<file path="src/assert_macros.svh">
// Assertion helpers shared by the RTL.
`ifndef ASSERT_MACROS_SVH
`define ASSERT_MACROS_SVH

// Check a property on a given clock, disabled while reset is low.
`define CAU_ASSERT_CLK(lbl, clk, rst_n, prop, msg) \
    lbl: assert property (@(posedge clk) disable iff (!rst_n) prop) else $error(msg);

// Check a property on the block clock and reset.
`define CAU_ASSERT(lbl, prop, msg) `CAU_ASSERT_CLK(lbl, i_clk, i_rst_n, prop, msg)

`endif

</file>
<file path="src/cau_pkg.sv">
package cau_pkg;

    // Operand format; FRAC_BITS must stay below DATA_WIDTH
    localparam int DATA_WIDTH = 32;
    localparam int FRAC_BITS  = 16;
    localparam int PORT_W     = 32;
    localparam int KIND_W     = 3;

    localparam int PW         = 2 * DATA_WIDTH;
    localparam int NW         = PW + 1;
    localparam int SHIFT_K    = DATA_WIDTH - FRAC_BITS;
    localparam int XW         = PW + FRAC_BITS;
    localparam int DIV_STAGES = DATA_WIDTH;

    // Queue depth must be a power of two
    localparam int FIFO_DEPTH = 2;
    localparam int FIFO_AW    = $clog2(FIFO_DEPTH);
    localparam int FIFO_CW    = $clog2(FIFO_DEPTH + 1);

    typedef logic signed [DATA_WIDTH-1:0] t_word;
    typedef logic signed [NW-1:0]         t_wide;

    localparam t_word VMAX = {1'b0, {(DATA_WIDTH - 1){1'b1}}};
    localparam t_word VMIN = {1'b1, {(DATA_WIDTH - 1){1'b0}}};
    localparam logic signed [PORT_W-1:0] PORT_MAX = PORT_W'(VMAX);
    localparam logic signed [PORT_W-1:0] PORT_MIN = PORT_W'(VMIN);

    typedef enum logic [KIND_W-1:0] {
        OP_ADD  = 3'd0,
        OP_SUB  = 3'd1,
        OP_MUL  = 3'd2,
        OP_DIV  = 3'd3,
        OP_CONJ = 3'd4,
        OP_NEG  = 3'd5
    } t_op;

    typedef struct packed {
        t_op   op;
        t_word a_re;
        t_word a_im;
        t_word b_re;
        t_word b_im;
        t_word res_re;
        t_word res_im;
        logic  eq;
        logic  dz;
        logic  ov;
    } t_item;

    typedef struct packed {
        t_word res_re;
        t_word res_im;
        logic  is_div;
        logic  eq;
        logic  dz;
        logic  ov;
    } t_slot;

    typedef struct packed {
        t_word val;
        logic  ov;
    } t_sat;

    function automatic t_wide sext_word(input t_word w);
        return t_wide'(w);
    endfunction

    function automatic t_sat sat_wide(input t_wide v);
        t_sat s;
        if (v > t_wide'(VMAX)) begin
            s.val = VMAX;
            s.ov  = 1'b1;
        end else if (v < t_wide'(VMIN)) begin
            s.val = VMIN;
            s.ov  = 1'b1;
        end else begin
            s.val = v[DATA_WIDTH-1:0];
            s.ov  = 1'b0;
        end
        return s;
    endfunction

endpackage

</file>
<file path="src/cau_fifo.sv">
module cau_fifo (
    input  logic           i_clk,
    input  logic           i_rst_n,
    input  logic           i_valid,
    input  cau_pkg::t_item i_item,
    output logic           o_full,
    input  logic           i_pop,
    output logic           o_valid,
    output cau_pkg::t_item o_item
);
    import cau_pkg::*;

    t_item              r_mem [FIFO_DEPTH];
    logic [FIFO_AW-1:0] r_wr_ptr, n_wr_ptr;
    logic [FIFO_AW-1:0] r_rd_ptr, n_rd_ptr;
    logic [FIFO_CW-1:0] r_count, n_count;
    logic               push, pop;

    assign o_full  = (r_count == FIFO_CW'(FIFO_DEPTH));
    assign o_valid = (r_count != '0);
    assign o_item  = r_mem[r_rd_ptr];
    assign push    = i_valid && !o_full;
    assign pop     = i_pop && o_valid;

    always_comb begin
        n_wr_ptr = push ? r_wr_ptr + FIFO_AW'(1) : r_wr_ptr;
        n_rd_ptr = pop ? r_rd_ptr + FIFO_AW'(1) : r_rd_ptr;
        n_count  = r_count;
        if (push && !pop) begin
            n_count = r_count + FIFO_CW'(1);
        end else if (pop && !push) begin
            n_count = r_count - FIFO_CW'(1);
        end
    end

    always_ff @(posedge i_clk) begin
        if (!i_rst_n) begin
            r_wr_ptr <= '0;
            r_rd_ptr <= '0;
            r_count  <= '0;
        end else begin
            r_wr_ptr <= n_wr_ptr;
            r_rd_ptr <= n_rd_ptr;
            r_count  <= n_count;
        end
    end

    always_ff @(posedge i_clk) begin
        if (push) begin
            r_mem[r_wr_ptr] <= i_item;
        end
    end

endmodule

</file>
<file path="config.mk">
export PLATFORM = sky130hd
export DESIGN_NAME = cau_fifo
export DESIGN_NICKNAME = d
export VERILOG_FILES = /design/src/assert_macros.svh /design/src/cau_pkg.sv /design/src/cau_fifo.sv
export SDC_FILE = /design/constraint.sdc
export NUM_CORES = 1
export LEC_CHECK = 0
export BUFFER_PORTS_ARGS = -buffer_cell sky130_fd_sc_hd__buf_2
export CAP_MARGIN = 20
export CORE_ASPECT_RATIO = 0.6
export CORE_MARGIN = 4
export CORE_UTILIZATION = 52
export DETAILED_ROUTE_END_ITERATION = 7
export PLACE_DENSITY = 0.84
export SKIP_LAST_GASP = 1
export SYNTH_ARGS = -nofsm -noshare
export SYNTH_HDL_FRONTEND = slang
export SYNTH_SLANG_ARGS = --single-unit
</file>
<file path="constraint.sdc">
create_clock -name i_clk -period 13 [get_ports i_clk]
set_input_delay 1.3 -clock i_clk [delete_from_list [all_inputs] [get_ports i_clk]]
set_output_delay 1.3 -clock i_clk [all_outputs]
set_load 0.05 [all_outputs]
</file>
==> out/results.tsv <==
stage	metric	value	unit
sta	clock tree skew after final layout	0.0112	ns
detailed_routing	count of antenna-violating nets left after detailed routing	0	
die	number of placed I/O pins	402	
global_routing	global-route wire length before repair	46.3	mm
worst_setup_path	startpoint kind of the worst setup timing path	flip-flop	
worst_setup_path	Crit Path Category	reg2out	
pwr	Pwr per Cell Area	229	mW/mm^2
synthesis	number of warnings issued by yosys	0	
placed_design	last weighted congestion value of the routability-driven placer	0.780	
clocking	number of instances resized during post-cts repair	0	
synthesis	Post-synth EDFFs	396	
layout	number of nets in the layout	1271	
die	overall die area	0.0317	sq mm
worst_setup_path	Worst Reg2Reg Path Length in Cells	5	
sta	crit share post-route	31.8	%
worst_setup_path	Buf/Inv on CP	2	
synthesis	cells taking the most area after synthesis	edfxtp_1, mux2_4, mux2_2, buf_6, dfxtp_1	
clocking	largest buffer count on any clock path	3	
die	core area	0.0280	sq mm
detailed_routing	Remaining DRCs	0	
worst_setup_path	largest driver fanout on the critical path	56	
synthesis	ys flop type	edfxtp_1	
layout	final design area excluding fillers	0.0184	sq mm
synthesis	Post-Syn Area per Cell	23.4	sq um
synthesis	Net Count, Synth	844	
synthesis	sequential area share after synthesis	80.0	%
detailed_routing	routed len/inst	21.5	um
clocking	number of H-tree branching levels	2	
worst_setup_path	Worst setup EP type	output pin	
clocking	clock insertion delay at the later pin of the skew report	0.51	ns
synthesis	top cells by count, synth	edfxtp_1, mux2_4, mux2_2	
worst_setup_path	cell family contributing the most delay on the critical path	buffers and inverters	
synthesis	fraction of synthesis flops using an asynchronous set or reset pin	0	%
synthesis	number of instances in the synthesized netlist	641	
sta	pin slew with the least headroom to its limit	1.05	ns
global_routing	maximum number of pins on one net before global-route repair	81	
clocking	total of hold buffers inserted after clock tree synthesis	0	
synthesis	most area-hungry cell type in the Yosys netlist	edfxtp_1	
clocking	clk root buf	clkbuf_16	
clocking	Clock Sink Count	401	
pwr	clock group share of total power	23.0	%
placed_design	quantity of I/O buffers inserted on ports	401	
worst_setup_path	data arrival at the endpoint of the critical path	2.83	ns
worst_setup_path	Worst Path Required	11.70	ns
detailed_routing	drt total wl	31.5	mm
layout	fraction of final layout cells sized beyond drive strength 1	61.0	%
sta	Setup TNS Final	0	ns
synthesis	number of distinct library cell variants in the gate-level netlist after synthesis	22	
sta	Period minus WS final	4.13	ns
worst_hold_path	hold depth	2	
pwr	NetSw	1.61	mW
sta	Max-Slew Margin vs Limit	29.9	%
worst_setup_path	RR Endpoint	r_mem[0][174]	
synthesis	FF+latch count, synth	401	
synthesis	most used standard cell by instance count after synthesis	edfxtp_1	
die	horizontal die dimension	227	um
detailed_routing	number of vias after detailed routing	7578	
pwr	leakage power summed over all cells	7.09	nW
global_routing	number of antenna violations at the first check in global routing	10	
placed_design	detailed placement HPWL	21.4	mm
run	number of max-capacitance violations reported	0	
layout	final-layout fill cell count	1874	
die	number of core rows	47	
pwr	switching portion of total power	38.1	%
global_routing	global router's overall resource usage	19.2	%
sta	highest attainable clock frequency	0.242	GHz
sta	Final setup violation count	0	
clocking	count of buffers added by post-CTS timing repair for setup	0	
pwr	Gate power share	37.1	%
clocking	post-CTS clock slew at the launch and capture registers of the worst setup and hold paths	0.07	ns
placed_design	post-place instance area	0.0173	sq mm
global_routing	via count of the first global-routing pass	7839	
worst_setup_path	reg-to-reg setup timing slack	10.16	ns
sta	final-report max-slew violation count	0	
synthesis	top-area cell type share of the netlist area	79.4	%
pwr	peak supply drop	227	uV
status	status	complete, no violations	
worst_setup_path	slowest stage delay, CP	0.87	ns
detailed_routing	Via density	5.17	
detailed_routing	first-pass detailed-route iteration total	5	
sta	RSZ-0062 raised after global routing	false	
worst_hold_path	path class of the lowest-slack min-delay path	reg2reg	
layout	post-synthesis to final-layout area growth	23.1	%
worst_setup_path	Crit Reg-Reg Startpoint	r_count[0]	
pwr	Sequential Power Share	39.9	%
worst_setup_path	Worst path slowest cell	buf_4	
global_routing	total gr overflow	0	
die	vertical die dimension	139	um
sta	Final Hold Viols	0	
worst_hold_path	endpoint of the worst hold-timing path	r_count[1]	
clocking	total clock buffers created by CTS	37	
detailed_routing	Detailed Route Iter0 Violations	527	
die	starting density of the core	53.5	%
worst_hold_path	HP Start	r_count[1]	
worst_setup_path	cell-by-cell trace of the critical path	buf_4 > mux2_2 > buf_2	
synthesis	area of the mapped netlist	0.0150	sq mm
clocking	CTS tree	built	
pwr	internal power	2.62	mW
==> layer usage <==
metal / vias to the layer above / routed length [um] / GRT usage, %
met5: - / 78 / 0
met4: 14 / 721 / 5.63
met3: 65 / 3020 / 7.20
met2: 325 / 15100 / 31.0
met1: 3747 / 12600 / 24.6
li1: 3427 / - / -
==> cell usage in the layout (no fill, tap or decap), types with 3 or more instances in the layout <==
master / instances
buf_2: 401
mux2_4: 112
mux2_2: 86
dfxtp_1: 4
clkinv_1: 7
diode_2: 6
and2_1: 3
buf_4: 7
edfxtp_1: 396
clkbuf_16: 37
clkinv_2: 14
==> flip-flops by register name (all words and copies together), names as in the netlist, named ones only <==
name / cells
r_wr_ptr: 1
r_count: 2
r_rd_ptr: 1
r_mem: 396
==> power by group through the flow <==
stage,Sequential [mW],Combinational (mW),Clock (mW)
2_1_floorplan,1.73,1.28,0
3_3_place_gp,1.72,1.54,0
3_5_place_dp,1.73,1.55,0
4_1_cts,1.71,1.56,0.994
5_1_grt,1.70,1.63,1.06
6_report,1.69,1.57,0.970
==> per-stage QoR <==
step           cells  util [%]  total power, mW  hold WS, ns  worst slack, ns
6_report        1466      65.9             4.23        0.525             8.87
5_1_grt         1463      65.9             4.39        0.551             8.74
4_1_cts         1458      65.7             4.26        0.517             8.28
3_5_place_dp    1394      61.8             3.28        0.507             8.85
3_3_place_gp    1394      61.8             3.26        0.502             8.85
2_1_floorplan    641         -             3.01        0.479             3.31
==> layout make-up <==
class                           count  area, sq um  area share, %
Clock inverter                     24          123          0.665
Inverter                            2         7.51         0.0407
Timing Repair Buffer              410         2110           11.4
Multi-Input combinational cell    216         2790           15.1
Clock buffer                       40          947           5.14
Sequential cell                   401        12000           65.0
Antenna cell                        6         15.0         0.0814
Tap cell                          367          459           2.49
==> worst max-delay path by stage <==
stage	startpoint	end	slack, ns	cells past startpoint
2_1_floorplan	i_valid	r_mem[0][0]	3.31	2
3_3_place_gp	flip-flop	o_item[168]	8.85	3
3_5_place_dp	flip-flop	o_item[167]	8.85	3
4_1_cts	flip-flop	o_item[167]	8.28	3
5_1_grt	flip-flop	o_item[13]	8.74	3
6_report	flip-flop	o_item[28]	8.87	3
==> kinds of logic after synthesis <==
| logic type | count (synthesis) | synth area share, % |
|---|---|---|
| AO/OA/AOI/OAI | 5 | 0.217 |
| multiplexers | 198 | 17.7 |
| XOR/XNOR | 3 | 0.175 |
| AND/OR/NAND/NOR | 9 | 0.384 |
| adder cells (fa/ha/maj) | 1 | 0.0835 |
| flip-flops | 401 | 80.0 |
| buffers and inverters | 24 | 1.41 |
==> worst reg2reg max path, stage by stage (launching register included) <==
cell and delay, ns:
dfxtp_1 0.41, nand2b_1 0.18, inv_1 0.10, nor3_4 0.11
buf_4 0.62, buf_4 0.93
(Power assumes the default switching activity.)
